$ cat config.mk
export PLATFORM = sky130hd
export DESIGN_NAME = dns_qname_encoder_core
export DESIGN_NICKNAME = d
export VERILOG_FILES = /design/src/rtl/dqe_pkg.sv /design/src/rtl/dqe_front.sv /design/src/rtl/dqe_queue.sv /design/src/rtl/dqe_back.sv /design/src/rtl/dns_qname_encoder_core.sv
export SDC_FILE = /design/constraint.sdc
export NUM_CORES = 1
export LEC_CHECK = 0
export ABC_AREA = 1
export BUFFER_PORTS_ARGS = -buffer_cell sky130_fd_sc_hd__buf_2
export CAP_MARGIN = 20
export CELL_PAD_IN_SITES_DETAIL_PLACEMENT = 0
export CELL_PAD_IN_SITES_GLOBAL_PLACEMENT = 1
export CORE_ASPECT_RATIO = 0.6
export CORE_MARGIN = 1
export CORE_UTILIZATION = 35
export DETAILED_ROUTE_END_ITERATION = 12
export GPL_ROUTABILITY_DRIVEN = 0
export PLACE_DENSITY_LB_ADDON = 0.1
export SYNTH_ARGS = -nofsm -noshare
export SYNTH_HDL_FRONTEND = slang
export SYNTH_SLANG_ARGS = --single-unit
$ cat constraint.sdc
create_clock -name clk -period 3.7 [get_ports clk]
set_input_delay 0.74 -clock clk [delete_from_list [all_inputs] [get_ports clk]]
set_output_delay 0.74 -clock clk [all_outputs]
set_load 0.02 [all_outputs]
$ cat src/rtl/dqe_pkg.sv
// Shared types, constants and helpers for the DNS question-name encoder.
package dqe_pkg;

    localparam int ADDR_W             = 9;
    localparam int CHAR_W             = 8;
    localparam int NAME_MAX_DEFAULT   = 255;
    localparam int LABEL_MAX_DEFAULT  = 63;
    localparam int QUEUE_DEPTH_DEFAULT = 4;

    localparam logic [CHAR_W-1:0] CHAR_NUL    = 8'h00;
    localparam logic [CHAR_W-1:0] CHAR_DOT    = 8'h2E;
    localparam logic [CHAR_W-1:0] CHAR_HYPHEN = 8'h2D;

    typedef struct packed {
        logic                 write_enable;
        logic [ADDR_W-1:0]    byte_addr;
        logic [CHAR_W-1:0]    byte_value;
        logic                 done_res;
        logic                 status;
        logic                 root_follows;
        logic [ADDR_W-1:0]    root_addr;
    } cmd_t;

    function automatic logic is_alnum(input logic [CHAR_W-1:0] c);
        logic r;
        r = (c inside {[8'd48:8'd57], [8'd65:8'd90], [8'd97:8'd122]});
        return r;
    endfunction

endpackage

$ cat src/rtl/dqe_front.sv
// Front end: accepts host-name characters, validates them and issues write commands.
module dqe_front #(
    parameter int NAME_MAX_CHARS  = dqe_pkg::NAME_MAX_DEFAULT,
    parameter int LABEL_MAX_CHARS = dqe_pkg::LABEL_MAX_DEFAULT
) (
    input  logic                          clk,
    input  logic                          rst_n,
    input  logic                          accept,
    input  logic [dqe_pkg::CHAR_W-1:0]    char_code,
    output logic                          cmd_push,
    output dqe_pkg::cmd_t                 cmd
);
    import dqe_pkg::*;

    localparam int CNT_W = $clog2(LABEL_MAX_CHARS + 1);

    logic [ADDR_W-1:0] pos_reg, pos_next;
    logic [ADDR_W-1:0] start_reg, start_next;
    logic [CNT_W-1:0]  count_reg, count_next;
    logic              at_start_reg, at_start_next;
    logic              lead_dot_reg, lead_dot_next;
    logic              err_reg, err_next;
    logic [ADDR_W-1:0] pos_inc;
    logic              issue;

    assign pos_inc = pos_reg + 1'b1;

    always_comb
    begin
        pos_next      = pos_reg;
        start_next    = start_reg;
        count_next    = count_reg;
        at_start_next = at_start_reg;
        lead_dot_next = lead_dot_reg;
        err_next      = err_reg;
        issue         = 1'b0;
        cmd           = '0;
        if (char_code == CHAR_NUL)
        begin
            issue    = 1'b1;
            cmd.done_res = 1'b1;
            if (err_reg || pos_reg == '0)
            begin
                cmd.status = 1'b1;
            end
            else if (lead_dot_reg)
            begin
                cmd.write_enable = 1'b1;
            end
            else if (at_start_reg)
            begin
                cmd.write_enable = 1'b1;
                cmd.byte_addr    = start_reg;
            end
            else
            begin
                cmd.write_enable = 1'b1;
                cmd.byte_addr    = start_reg;
                cmd.byte_value   = CHAR_W'(count_reg);
                cmd.done_res     = 1'b0;
                cmd.root_follows = 1'b1;
                cmd.root_addr    = pos_inc;
            end
            pos_next      = '0;
            start_next    = '0;
            count_next    = '0;
            at_start_next = 1'b1;
            lead_dot_next = 1'b0;
            err_next      = 1'b0;
        end
        else if (err_reg)
        begin
            err_next = 1'b1;
        end
        else if (lead_dot_reg || pos_reg >= ADDR_W'(NAME_MAX_CHARS))
        begin
            err_next = 1'b1;
        end
        else if (pos_reg == '0 && char_code == CHAR_DOT)
        begin
            lead_dot_next = 1'b1;
            pos_next      = pos_inc;
        end
        else if (at_start_reg)
        begin
            if (!is_alnum(char_code))
            begin
                err_next = 1'b1;
            end
            else
            begin
                issue            = 1'b1;
                cmd.write_enable = 1'b1;
                cmd.byte_addr    = pos_inc;
                cmd.byte_value   = char_code;
                count_next       = CNT_W'(1);
                at_start_next    = 1'b0;
                pos_next         = pos_inc;
            end
        end
        else if (char_code == CHAR_DOT)
        begin
            issue            = 1'b1;
            cmd.write_enable = 1'b1;
            cmd.byte_addr    = start_reg;
            cmd.byte_value   = CHAR_W'(count_reg);
            start_next       = pos_inc;
            count_next       = '0;
            at_start_next    = 1'b1;
            pos_next         = pos_inc;
        end
        else if (!(is_alnum(char_code) || char_code == CHAR_HYPHEN) ||
                 count_reg >= CNT_W'(LABEL_MAX_CHARS))
        begin
            err_next = 1'b1;
        end
        else
        begin
            issue            = 1'b1;
            cmd.write_enable = 1'b1;
            cmd.byte_addr    = pos_inc;
            cmd.byte_value   = char_code;
            count_next       = count_reg + 1'b1;
            pos_next         = pos_inc;
        end
    end

    assign cmd_push = accept && issue;

    always_ff @(posedge clk or negedge rst_n)
    begin
        if (!rst_n)
        begin
            pos_reg      <= '0;
            start_reg    <= '0;
            count_reg    <= '0;
            at_start_reg <= 1'b1;
            lead_dot_reg <= 1'b0;
            err_reg      <= 1'b0;
        end
        else if (accept)
        begin
            pos_reg      <= pos_next;
            start_reg    <= start_next;
            count_reg    <= count_next;
            at_start_reg <= at_start_next;
            lead_dot_reg <= lead_dot_next;
            err_reg      <= err_next;
        end
    end

endmodule

$ cat src/rtl/dqe_queue.sv
// Short command queue between the front end and the result stage.
module dqe_queue #(
    parameter int DEPTH = dqe_pkg::QUEUE_DEPTH_DEFAULT
) (
    input  logic          clk,
    input  logic          rst_n,
    input  logic          wr_en,
    input  dqe_pkg::cmd_t wr_data,
    input  logic          rd_en,
    output dqe_pkg::cmd_t rd_data,
    output logic          q_full,
    output logic          q_empty
);
    import dqe_pkg::*;

    localparam int PTR_W = (DEPTH > 1) ? $clog2(DEPTH) : 1;
    localparam int CNT_W = $clog2(DEPTH + 1);

    cmd_t             slot_reg [DEPTH];
    logic [PTR_W-1:0] wr_ptr_reg, wr_ptr_next;
    logic [PTR_W-1:0] rd_ptr_reg, rd_ptr_next;
    logic [CNT_W-1:0] count_reg, count_next;

    assign q_full  = (count_reg == CNT_W'(DEPTH));
    assign q_empty = (count_reg == '0);
    assign rd_data = slot_reg[rd_ptr_reg];

    always_comb
    begin
        wr_ptr_next = wr_ptr_reg;
        rd_ptr_next = rd_ptr_reg;
        count_next  = count_reg;
        if (wr_en)
        begin
            wr_ptr_next = (wr_ptr_reg == PTR_W'(DEPTH - 1)) ? '0 : wr_ptr_reg + 1'b1;
        end
        if (rd_en)
        begin
            rd_ptr_next = (rd_ptr_reg == PTR_W'(DEPTH - 1)) ? '0 : rd_ptr_reg + 1'b1;
        end
        if (wr_en && !rd_en)
        begin
            count_next = count_reg + 1'b1;
        end
        else if (rd_en && !wr_en)
        begin
            count_next = count_reg - 1'b1;
        end
    end

    always_ff @(posedge clk)
    begin
        if (wr_en)
        begin
            slot_reg[wr_ptr_reg] <= wr_data;
        end
    end

    always_ff @(posedge clk or negedge rst_n)
    begin
        if (!rst_n)
        begin
            wr_ptr_reg <= '0;
            rd_ptr_reg <= '0;
            count_reg  <= '0;
        end
        else
        begin
            wr_ptr_reg <= wr_ptr_next;
            rd_ptr_reg <= rd_ptr_next;
            count_reg  <= count_next;
        end
    end

endmodule

$ cat src/rtl/dqe_back.sv
// Result stage: expands queued commands into result beats held in an output register.
module dqe_back (
    input  logic                         clk,
    input  logic                         rst_n,
    input  dqe_pkg::cmd_t                head,
    input  logic                         head_empty,
    output logic                         head_pop,
    input  logic                         pop,
    output logic                         empty,
    output logic                         write_enable,
    output logic [dqe_pkg::ADDR_W-1:0]   byte_addr,
    output logic [dqe_pkg::CHAR_W-1:0]   byte_value,
    output logic                         done_res,
    output logic                         status
);
    import dqe_pkg::*;

    logic              valid_reg;
    logic              root_pend_reg;
    logic [ADDR_W-1:0] root_addr_reg;
    logic              we_reg;
    logic [ADDR_W-1:0] addr_reg;
    logic [CHAR_W-1:0] value_reg;
    logic              done_reg;
    logic              status_reg;
    logic              load;

    assign load     = !valid_reg || pop;
    assign head_pop = load && !root_pend_reg && !head_empty;

    always_ff @(posedge clk or negedge rst_n)
    begin
        if (!rst_n)
        begin
            valid_reg     <= 1'b0;
            root_pend_reg <= 1'b0;
        end
        else if (load)
        begin
            if (root_pend_reg)
            begin
                valid_reg     <= 1'b1;
                root_pend_reg <= 1'b0;
            end
            else if (!head_empty)
            begin
                valid_reg     <= 1'b1;
                root_pend_reg <= head.root_follows;
            end
            else
            begin
                valid_reg <= 1'b0;
            end
        end
    end

    always_ff @(posedge clk)
    begin
        if (load)
        begin
            if (root_pend_reg)
            begin
                we_reg     <= 1'b1;
                addr_reg   <= root_addr_reg;
                value_reg  <= '0;
                done_reg   <= 1'b1;
                status_reg <= 1'b0;
            end
            else if (!head_empty)
            begin
                we_reg        <= head.write_enable;
                addr_reg      <= head.byte_addr;
                value_reg     <= head.byte_value;
                done_reg      <= head.done_res;
                status_reg    <= head.status;
                root_addr_reg <= head.root_addr;
            end
        end
    end

    assign empty        = !valid_reg;
    assign write_enable = we_reg;
    assign byte_addr    = addr_reg;
    assign byte_value   = value_reg;
    assign done_res     = done_reg;
    assign status       = status_reg;

endmodule

$ cat src/rtl/dns_qname_encoder_core.sv
// Top level of the DNS question-name encoder.
// A result reaches the result ports through the command queue and then the output register.
// Throughput: one character per cycle unless full; a name ending inside a label gives two beats.
// The four-entry command queue absorbs the extra beat and output stalls before full rises.
// Reset: asynchronous, active low; clears the name state, empties the queue and output stage.
module dns_qname_encoder_core #(
    parameter int NAME_MAX_CHARS  = dqe_pkg::NAME_MAX_DEFAULT,
    parameter int LABEL_MAX_CHARS = dqe_pkg::LABEL_MAX_DEFAULT,
    parameter int QUEUE_DEPTH     = dqe_pkg::QUEUE_DEPTH_DEFAULT
) (
    input  logic                         clk,
    input  logic                         rst_n,
    input  logic                         push,
    output logic                         full,
    input  logic [dqe_pkg::CHAR_W-1:0]   char_code,
    input  logic                         pop,
    output logic                         empty,
    output logic                         write_enable,
    output logic [dqe_pkg::ADDR_W-1:0]   byte_addr,
    output logic [dqe_pkg::CHAR_W-1:0]   byte_value,
    output logic                         done_res,
    output logic                         status
);
    import dqe_pkg::*;

    cmd_t cmd;
    cmd_t head;
    logic cmd_push;
    logic head_pop;
    logic q_full;
    logic q_empty;

    assign full = q_full;

    dqe_front #(
        .NAME_MAX_CHARS  (NAME_MAX_CHARS),
        .LABEL_MAX_CHARS (LABEL_MAX_CHARS)
    ) u_front (
        .clk       (clk),
        .rst_n     (rst_n),
        .accept    (push && !q_full),
        .char_code (char_code),
        .cmd_push  (cmd_push),
        .cmd       (cmd)
    );

    dqe_queue #(
        .DEPTH (QUEUE_DEPTH)
    ) u_queue (
        .clk     (clk),
        .rst_n   (rst_n),
        .wr_en   (cmd_push),
        .wr_data (cmd),
        .rd_en   (head_pop),
        .rd_data (head),
        .q_full  (q_full),
        .q_empty (q_empty)
    );

    dqe_back u_back (
        .clk          (clk),
        .rst_n        (rst_n),
        .head         (head),
        .head_empty   (q_empty),
        .head_pop     (head_pop),
        .pop          (pop),
        .empty        (empty),
        .write_enable (write_enable),
        .byte_addr    (byte_addr),
        .byte_value   (byte_value),
        .done_res     (done_res),
        .status       (status)
    );

endmodule

### Yosys cells after proc, flatten, opt, wreduce, memory -nomap -nowiden

Memory sizes are Yosys's and may differ from the RTL's.
Cells that the tools add are included.

| word-level totals | value |
|---|---|
| register bits after elaboration | 65 |
| bits in writable memories | 120 |
| input port bits | 12 |
| output and inout bits | 22 |
| logic and storage cells | 164 |
| memories kept | 1 |

Memory list:

| name | depth | width | read ports | clocked after memory_dff | wr ports | RTL line | text |
|---|---|---|---|---|---|---|---|
| u_queue.slot_reg | 4 | 30 | 1 | 0 | 1 | dqe_queue.sv:19 | `cmd_t slot_reg [DEPTH];` |

| operators by class | value |
|---|---|
| add/subtract/negate cells | 6 |
| magnitude comparators | 8 |
| equality and inequality tests | 14 |
| mux-type cells | 80 |
| bitwise logic cells | 2 |
| reductions and logical operators | 36 |

Operator list:

| operator | count |
|---|---|
| 18-bit two-way mux | 9 |
| 9-bit two-way mux | 16 |
| 6-bit two-way mux | 8 |
| 1-bit two-way mux | 36 |
| 10-bit two-way mux | 3 |
| 19-bit two-way mux | 1 |
| 8-bit by 6-bit equality test with 1-bit output, second input constant | 2 |
| 8-bit by 7-bit greater-or-equal comparator with 1-bit output, second input constant | 2 |
| 8-bit by 7-bit <= comparator with 1-bit output, second input constant | 2 |
| 12-bit two-way mux | 1 |
| 6-bit AND reduction | 2 |
| 1-bit logical AND | 10 |
| 9-bit by 1-bit adder with 9-bit output, second input constant | 1 |
| 9-bit by 8-bit greater-or-equal comparator with 1-bit output, second input constant | 1 |
| 9-bit zero test | 1 |
| 8-bit by 6-bit greater-or-equal comparator with 1-bit output, second input constant | 1 |
| 8-bit by 6-bit <= comparator with 1-bit output, second input constant | 1 |
| 8-bit zero test | 1 |
| 8-bit two-way mux | 1 |
| 4-bit AND reduction | 2 |
| 1-bit zero test | 7 |
| 7-bit two-way mux | 1 |
| 6-bit by 1-bit adder with 6-bit output, second input constant | 1 |
| 6-bit greater-or-equal comparator, second input constant | 1 |
| other kinds (21) | 35 |

### Depth between registers and ports, before layout

Gate-level depths: netlist of run 1.

| logic depth | value |
|---|---|
| word-level depth | 18 |
| mapped depth | 20 |
| depth with buffers taken out | 19 |

### Cells and area by module

From an unflattened synthesis of run 1, not the netlist that was laid out.

| unflattened totals | value |
|---|---|
| cells, all modules | 865 |
| area, all modules | 8832.2 um^2 |

By module, submodules not included:

| module | times used | cells each | area each (um^2) | seq. area each (um^2) |
|---|---|---|---|---|
| dqe_queue | 1 | 401 | 5198.7 | 3778.6 |
| dqe_front | 1 | 365 | 2389.8 | 676.9 |
| dqe_back | 1 | 97 | 1233.7 | 920.9 |
| dns_qname_encoder_core | 1 | 2 | 10.0 | 0.0 |

### Least setup slack after synthesis of run 1

No wires, ideal clock.

| timing path | value |
|---|---|
| path kind | register to register |
| from | register u_front.pos_reg[0] |
| to | memory u_queue.slot_reg[0][0] (netlist name), enable pin |
| data arrival time | 3.198 ns |
| data required time | 3.283 ns |
| path slack | 0.085 ns |
| cell stages (with the launch flop) | 15 |
| path buffers | 1 |
| period minus slack after synthesis | 3.615 ns |
| path through | dfrtp_1 -> ha_1 -> nand2_1 -> nor2_1 -> nand3_1 -> nor2_1 -> ha_1 -> nor3_1 -> nand2_1 -> nand2_2 -> nand2_2 -> nor2_8 -> nand3_2 -> buf_4 -> nor2_1 |

| between the ends | value |
|---|---|
| longest elaborated chain between the ends | 9 |
| elaborated cells between the ends (all ways) | 11 |

Ends and longest elaborated chain:

| what | RTL line | text |
|---|---|---|
| start, declared | dqe_front.sv:17 | `logic [ADDR_W-1:0] pos_reg, pos_next;` |
| start signal, assigned | dqe_front.sv:143 | `pos_reg <= pos_next;` |
| branches (longest 3 deep; another with 9-bit by 8-bit greater-or-equal comparator with 1-bit output) | -- |  |
| 1-bit two-way mux (*) | dqe_front.sv:75 | `else if (lead_dot_reg \|\| pos_reg >= ADDR_W'(NAME_MAX_CHARS))` |
| 1-bit two-way mux (*) | dqe_front.sv:71 | `else if (err_reg)` |
| 1-bit two-way mux (*) | dqe_front.sv:38 | `if (char_code == CHAR_NUL)` |
| 1-bit logical AND (*) | dqe_front.sv:128 | `assign cmd_push = accept && issue;` |
| 1-bit two-way mux (*) | dqe_queue.sv:53 | `if (wr_en)` |
| 1-bit two-way mux (not written as such) (*) | dqe_queue.sv:55 | `slot_reg[wr_ptr_reg] <= wr_data;` |
| end, declared | dqe_queue.sv:19 |  |

Every way passes the cells marked *.

### Final worst setup path of run 1

| timing path | value |
|---|---|
| from | register u_front.pos_reg[0] |
| to | register u_queue.count_reg[2] |

| between the ends | value |
|---|---|
| longest elaborated chain between the ends | 10 |
| elaborated cells between the ends (all ways) | 14 |

Ends and longest elaborated chain:

| what | RTL line | text |
|---|---|---|
| branches (longest 3 deep; another with 9-bit by 8-bit greater-or-equal comparator with 1-bit output) | -- |  |
| 1-bit two-way mux (*) | dqe_front.sv:75 |  |
| 1-bit two-way mux (*) | dqe_front.sv:71 |  |
| 1-bit two-way mux (*) | dqe_front.sv:38 |  |
| 1-bit logical AND (*) | dqe_front.sv:128 |  |
| net cmd_push | dns_qname_encoder_core.sv:28 | `logic cmd_push;` |
| 1-bit zero test | dqe_queue.sv:45 | `else if (rd_en && !wr_en)` |
| 1-bit logical AND | dqe_queue.sv:45 |  |
| 2-bit nonzero test (no line) | -- |  |
| end signal, assigned | dqe_queue.sv:71 | `count_reg <= count_next;` |
| end, declared | dqe_queue.sv:22 | `logic [CNT_W-1:0] count_reg, count_next;` |

Mark *: on every way through the listed nets, which the timed path passes.
A chain may end at the register's enable or synchronous reset.

==> flow_metrics.tcl, run 1 <==
set metrics [dict create \
    outcome "finished clean" \
    switchingPower_uw 1959 \
    cts_made_buffers 17 \
    synth_seq_cells 185 \
    p_sw_share_pct 32.23 \
    yosysWarnings 0 \
    final_core_util_pct 41.38 \
    track_usage_pct 18.05 \
    die_h_um 122.8 \
    cts_setup_buffers 0 \
    wl_per_cell_um 17.57 \
    setup_viol 0 \
    drt_pre_antenna_iters 5 \
    grt_max_degree 63 \
    maxCapViolCount 0 \
    hold_class "input pin to asynchronous set/reset pin" \
    min_period_over_period_pct 85.94 \
    slew_headroom_pct 37.51 \
    num_rows 43 \
    yosysUniqueCellTypes 42 \
    r2r_slack_ns 0.52 \
    syn_inst 855 \
    p_comb_share_pct 24.9 \
    antenna_found_initial 0 \
    clock_power_share_pct 32.0 \
    final-hold-violation-count 0 \
    nets 911 \
    p_int_uw 4119 \
    vias 6048 \
    synth_area_mm2 0.008513 \
    async_flop_share_pct 19.46 \
    p_per_area_mw_per_mm2 626.2 \
    leakage_uw 0.004139 \
    area_delta_synth_final_pct 14.02 \
    cts.sinks 185 \
    grt_pass1_vias 5768 \
    worstPathRequired_ns 4.00 \
    crit_fanout 10 \
    viasPerCell 4.974 \
    grt_pass1_wl_um 33240 \
    clk_latency_ns 0.43 \
    routed_wl_um 21370 \
    drive_gt1_share_pct 12.10 \
    htree_levels 4 \
    finClkSkew_ns 0.01106 \
    cp-start-kind "register" \
    fp.dieArea_mm2 0.02497 \
    portBuffers 33 \
    max-clock-path-buffers 2 \
    postCtsHoldBufs 0 \
    drc 0 \
    drv_slew 0 \
    ant_nets 0 \
    crit_arrival_ns 3.48 \
    cts_tree "done" \
    cts_root_buf "clkbuf_16" \
    drtIter0Drc 422 \
    synth-edff-count 149 \
    synth_ff_type "edfxtp_1" \
    fmax_mhz 314.5 \
    die_x_um 203.3 \
    num_antenna_cells 0 \
    core_area_mm2 0.02346 \
    seq_power_share_pct 43.2 \
    ir_drop_mv 0.5315 \
    multi_input_area_mm2 0.002735 \
    ys_seq_area_share_pct 63.15 \
    worstSetupPathType "register to register" \
    worstMarginPinSlew_ns 0.9373 \
    seqCellArea_mm2 0.005378 \
    largest_reg_flops 120 \
    finalCriticalPeriod_ns 3.180 \
    setup_tns_ns 0 \
    pin_count 34 \
    clk_pin_slew_ns 0.07 \
    cp-end-kind "register" \
    fillers 2294 \
    overflow 0 \
    start_util_pct 36.29 \
    rsz0062_at_grt "no" \
    cts_resized 0 \
    synth_area_per_cell_um2 9.957 \
    finalHoldWorstSlack_ns 0.4382 \
    hpwlAfterDp_um 13870 \
]
==> layout by cell type (no fill, tap or decap), drive strengths merged, types with 9 or more instances in the layout <==
cell,count
o21bai,11
clkbuf,17
o22ai,10
dfrtp,35
buf,46
inv,73
ha,10
nor2,183
a21oi,17
nand2,153
o21ai,96
a31oi,9
edfxtp,149
nand3,40
nand4,12
==> routing by layer <==
| layer | up-vias | wire length [µm] | track usage (%) |
|---|---|---|---|
| met4 | 0 | 101 | 3.900 |
| met5 | - | 0 | 0 |
| met3 | 7 | 903 | 3.266 |
| met1 | 2959 | 10800 | 26.20 |
| li1 | 2954 | - | - |
| met2 | 128 | 9561 | 28.11 |
==> synth_stat cells, types with 5 or more instances <==
master	instances	area, µm²
nor3_1	6	30.03
inv_2	5	18.77
nand2_1	147	551.8
o21bai_1	11	82.58
o22ai_1	10	62.56
clkbuf_1	26	97.59
nand3_1	38	190.2
a21oi_1	17	85.08
inv_1	63	236.5
ha_1	10	125.1
a31oi_1	9	56.30
edfxtp_1	149	4474
nor2_1	176	660.6
o21ai_1	8	40.04
nand4_1	11	68.82
o21ai_0	86	430.4
dfrtp_1	35	875.8
==> final cells by class <==
type	count	area share, %
clock buffer	17	4.383
clock inverter	15	2.024
inverter	70	2.733
multi-input combinational	568	28.18
sequential	185	55.40
tap	315	4.060
timing repair buffer	46	3.222
==> worst paths after layout <==
check / start / endpoint / depth (start not counted)
min: rst_n / u_queue.wr_ptr_reg[1]$_DFFE_PN0P_ / 1
max in group asynchronous: rst_n / u_queue.rd_ptr_reg[0]$_DFFE_PN0P_ / 1
min in group clk: u_queue.wr_ptr_reg[1]$_DFFE_PN0P_ / u_queue.wr_ptr_reg[1]$_DFFE_PN0P_ / 2
max reg2reg: u_front.pos_reg[0]$_DFFE_PN0P_ / u_queue.count_reg[2]$_DFFE_PN0P_ / 19
min reg2reg: u_queue.wr_ptr_reg[1]$_DFFE_PN0P_ / u_queue.wr_ptr_reg[1]$_DFFE_PN0P_ / 2
max: u_front.pos_reg[0]$_DFFE_PN0P_ / u_queue.count_reg[2]$_DFFE_PN0P_ / 19
==> power by group through the flow <==
stage | Clock (µW) | Sequential (µW) | Combinational [µW]
3_3_place_gp | 0 | 2670 | 1520
2_1_floorplan | 0 | 2790 | 915
5_1_grt | 2060 | 2650 | 1680
6_report | 1940 | 2630 | 1510
4_1_cts | 1980 | 2630 | 1530
3_5_place_dp | 0 | 2670 | 1510
==> kinds of logic (layout without fill, tap and decap cells) <==
family / count (synthesis) / count (layout) / synth area share (%)
simple gates: 401 / 401 / 20.09
flops: 185 / 185 / 63.15
compound gates: 148 / 148 / 9.627
buf+inv: 105 / 148 / 4.968
fa+ha+maj: 11 / 11 / 1.705
xor+xnor: 4 / 4 / 0.4116
other cells: 1 / 4 / 0.04405
==> worst max-delay path, stage by stage (launching register included) <==
cell,delay (ns)
dfrtp_1,0.46
ha_1,0.26
nand2_1,0.09
nor2_1,0.06
nand3_1,0.12
nor2_1,0.07
ha_1,0.17
nor3_1,0.12
nand2_1,0.15
nand2_2,0.10
nand2_2,0.08
nor2_8,0.22
nand3_2,0.10
inv_1,0.06
ha_1,0.13
inv_1,0.06
fa_1,0.38
a21oi_1,0.14
o21ai_0,0.11
xor2_1,0.15
==> per-stage QoR <==
step	worst slack [ns]	cells	cell area, µm²	total power (µW)
4_1_cts	0.5094	1216	9707	6142
3_3_place_gp	0.4184	1184	9085	4185
5_1_grt	0.1900	1216	9707	6395
6_report	0.5204	1216	9707	6078
2_1_floorplan	0.08467	858	8524	3700
3_5_place_dp	0.3980	1184	9085	4187
Note: power is estimated with default switching activity, not from simulation.
==> run 2, diff against run 1 <==
--- a/config.mk
+++ b/config.mk
@@ -10,5 +10,5 @@
 export CAP_MARGIN = 20
 export CELL_PAD_IN_SITES_DETAIL_PLACEMENT = 0
-export CELL_PAD_IN_SITES_GLOBAL_PLACEMENT = 1
+export CELL_PAD_IN_SITES_GLOBAL_PLACEMENT = 2
 export CORE_ASPECT_RATIO = 0.6
 export CORE_MARGIN = 1
==> constraint.sdc (replaced) <==
create_clock -name clk -period 3.7 [get_ports clk]
set_input_delay 0.74 -clock clk [delete_from_list [all_inputs] [get_ports clk]]
set_output_delay 0.74 -clock clk [all_outputs]
set_load 0.01 [all_outputs]
==> run 2 against run 1 <==
  * Global-route usage increased by 0.31 points
  * Routed wire length increased by 0.13%
  * Worst setup slack got worse by 0.0059 ns
  * First-iteration DRC count decreased by 12%
  * Sequential power increased by 2%
  * Final cell count unchanged
  * Die area unchanged
  * Non-clock buffer count increased by 1
  * Combinational power decreased by 9%
  * Via count decreased by 0.83%
  * Clock power about the same
  * Register-to-register slack about the same
  * Critical path type unchanged
  * Highest routed layer unchanged
==> flow_metrics.tcl, run 2 (synthesis gave the netlist of run 1 again) <==
set metrics [dict create \
    outcome "finished clean" \
    drc 0 \
    final_cell_count_no_fill 1216 \
    htree_levels 4 \
    core_area_mm2 0.02346 \
    final-hold-violation-count 0 \
    cpPeakStageDelay_ns 0.46 \
    setup_tns_ns 0 \
    cts_resized 0 \
    nets 912 \
    grt_pass1_wl_um 33930 \
    clk_pin_slew_ns 0.08 \
    cts_setup_buffers 0 \
    max-clock-path-buffers 2 \
    hold_class "input pin to asynchronous set/reset pin" \
    slew_headroom_pct 39.76 \
    finClkSkew_ns 0.01401 \
    clk_latency_ns 0.43 \
    wl_per_cell_um 17.59 \
    track_usage_pct 18.36 \
    cts_root_buf "clkbuf_16" \
    num_antenna_cells 0 \
    p_per_area_mw_per_mm2 616.7 \
    cp_common_cell "ha_1" \
    crit_fanout 10 \
    crit_arrival_ns 3.49 \
    maxCapViolCount 0 \
    num_rows 43 \
    drv_slew 0 \
    drive_gt1_share_pct 12.10 \
    min_period_over_period_pct 86.09 \
    rsz0062_at_grt "no" \
    cp-start-kind "register" \
    stdcell_area_mm2 0.009732 \
    postCtsHoldBufs 0 \
    overflow 0 \
    setup_viol 0 \
    crit_slowest_cell "dfrtp_1" \
    viasPerCell 4.933 \
    leakage_uw 0.004144 \
    die_x_um 203.3 \
    drt_pre_antenna_iters 5 \
    grt_max_degree 62 \
    cts.sinks 185 \
    crit_chain "ha_1, nand2_1, nor2_1, nand3_1, nor2_1, ha_1, nor3_1, nand2_1, nand2_2, nand2_2, nor2_8, nand3_2, inv_1, ha_1, inv_1, fa_1, a21oi_1, o21ai_0, xor2_1" \
    p_total_uw 6002 \
    place_inst 1184 \
    worstSetupPathType "register to register" \
    start_util_pct 36.29 \
    vias 5998 \
    worstPathRequired_ns 4.01 \
    ant_nets 0 \
    die_h_um 122.8 \
    final_common_cell "nor2_1" \
    grt_pass1_vias 5978 \
    finalCriticalPeriod_ns 3.185 \
    cts_made_buffers 17 \
    pin_count 34 \
    drtIter0Drc 370 \
    fp.dieArea_mm2 0.02497 \
    antenna_found_initial 0 \
    layout_common_cells "nor2_1, edfxtp_1, nand2_1" \
    portBuffers 33 \
    cts_tree "done" \
    cp-end-kind "register" \
    routed_wl_um 21390 \
    ir_drop_mv 0.3447 \
    fmax_mhz 313.9 \
    area_delta_synth_final_pct 14.32 \
    hpwlAfterDp_um 13880 \
    worstMarginPinSlew_ns 0.9036 \
    placed_cell_area_mm2 0.009085 \
    largest_reg_flops 120 \
]
==> run 2: cell count changes in the layout (fill, tap and decap cells not counted) <==
cell | previous run | this run
clkinv_2 | 3 | 1
inv_6 | 3 | 4
buf_16 | 0 | 1
clkinv_1 | 3 | 2
clkbuf_1 | 0 | 1
clkinv_4 | 1 | 0
clkinvlp_4 | 1 | 2
==> run 2: layout make-up <==
type / count / area [µm²]
multi-input cells: 568 / 2735
clock inverters: 13 / 190.2
flip-flops and latches: 185 / 5378
inverters: 70 / 265.3
fillers: 2283 / 13730
well taps: 315 / 394.1
repair buffers: 47 / 340.3
clock buffers: 18 / 429.2
==> run 2: worst paths after layout <==
check	start	end	slack (ns)	cells past startpoint
setup reg to reg	u_front.pos_reg[0]$_DFFE_PN0P_	u_queue.count_reg[2]$_DFFE_PN0P_	0.51	19
max in group asynchronous	rst_n	u_queue.rd_ptr_reg[0]$_DFFE_PN0P_	2.64	1
hold / removal	rst_n	u_queue.wr_ptr_reg[1]$_DFFE_PN0P_	0.43	1
min in group clk	u_queue.count_reg[2]$_DFFE_PN0P_	u_back.valid_reg$_DFFE_PN0N_	0.53	2
setup / recovery	u_front.pos_reg[0]$_DFFE_PN0P_	u_queue.count_reg[2]$_DFFE_PN0P_	0.51	19
hold reg to reg	u_queue.count_reg[2]$_DFFE_PN0P_	u_back.valid_reg$_DFFE_PN0N_	0.53	2
==> run 2: through the flow <==
| stage | setup WS (ns) | hold WS [ns] | utilization, % |
|---|---|---|---|
| after CTS | 0.4936 | 0.4511 | 41.37 |
| after global placement | 0.5153 | 0.5165 | 38.73 |
| after global routing | 0.1609 | 0.5069 | 41.49 |
| after floorplan | 0.08467 | 0.4444 | - |
| final | 0.5145 | 0.4317 | 41.49 |
| after detailed placement | 0.4909 | 0.5179 | 38.73 |
==> run 2: power breakdown <==
part	internal, µW	total [µW]	switching, µW	leakage [µW]
Clock	1140	1940	806	0.000297
Sequential	2520	2690	167	0.00204
Combinational	472	1370	899	0.00181
Total	4130	6000	1870	0.00414
==> run 2: worst max-delay path: cells and delay by family (launching register included) <==
family	cells	cell delay [ns]
AOI/OAI and AO/OA	2	0.25
xor gates and xnor gates	1	0.16
adders and majority gates	4	0.94
buffers and inverters	2	0.13
DFF	1	0.46
and+or+nand+nor	10	1.12
==> run 2: metal layers <==
| layer | share of wire, % | up-vias | track usage [%] | wire length (µm) |
|---|---|---|---|---|
| met3 | 3.6 | 8 | 3.797 | 762 |
| met1 | 51 | 2933 | 25.88 | 10830 |
| met4 | 0.67 | 0 | 4.182 | 144 |
| li1 | - | 2958 | - | - |
| met5 | 0 | - | 0 | 0 |
| met2 | 45 | 99 | 29.05 | 9653 |
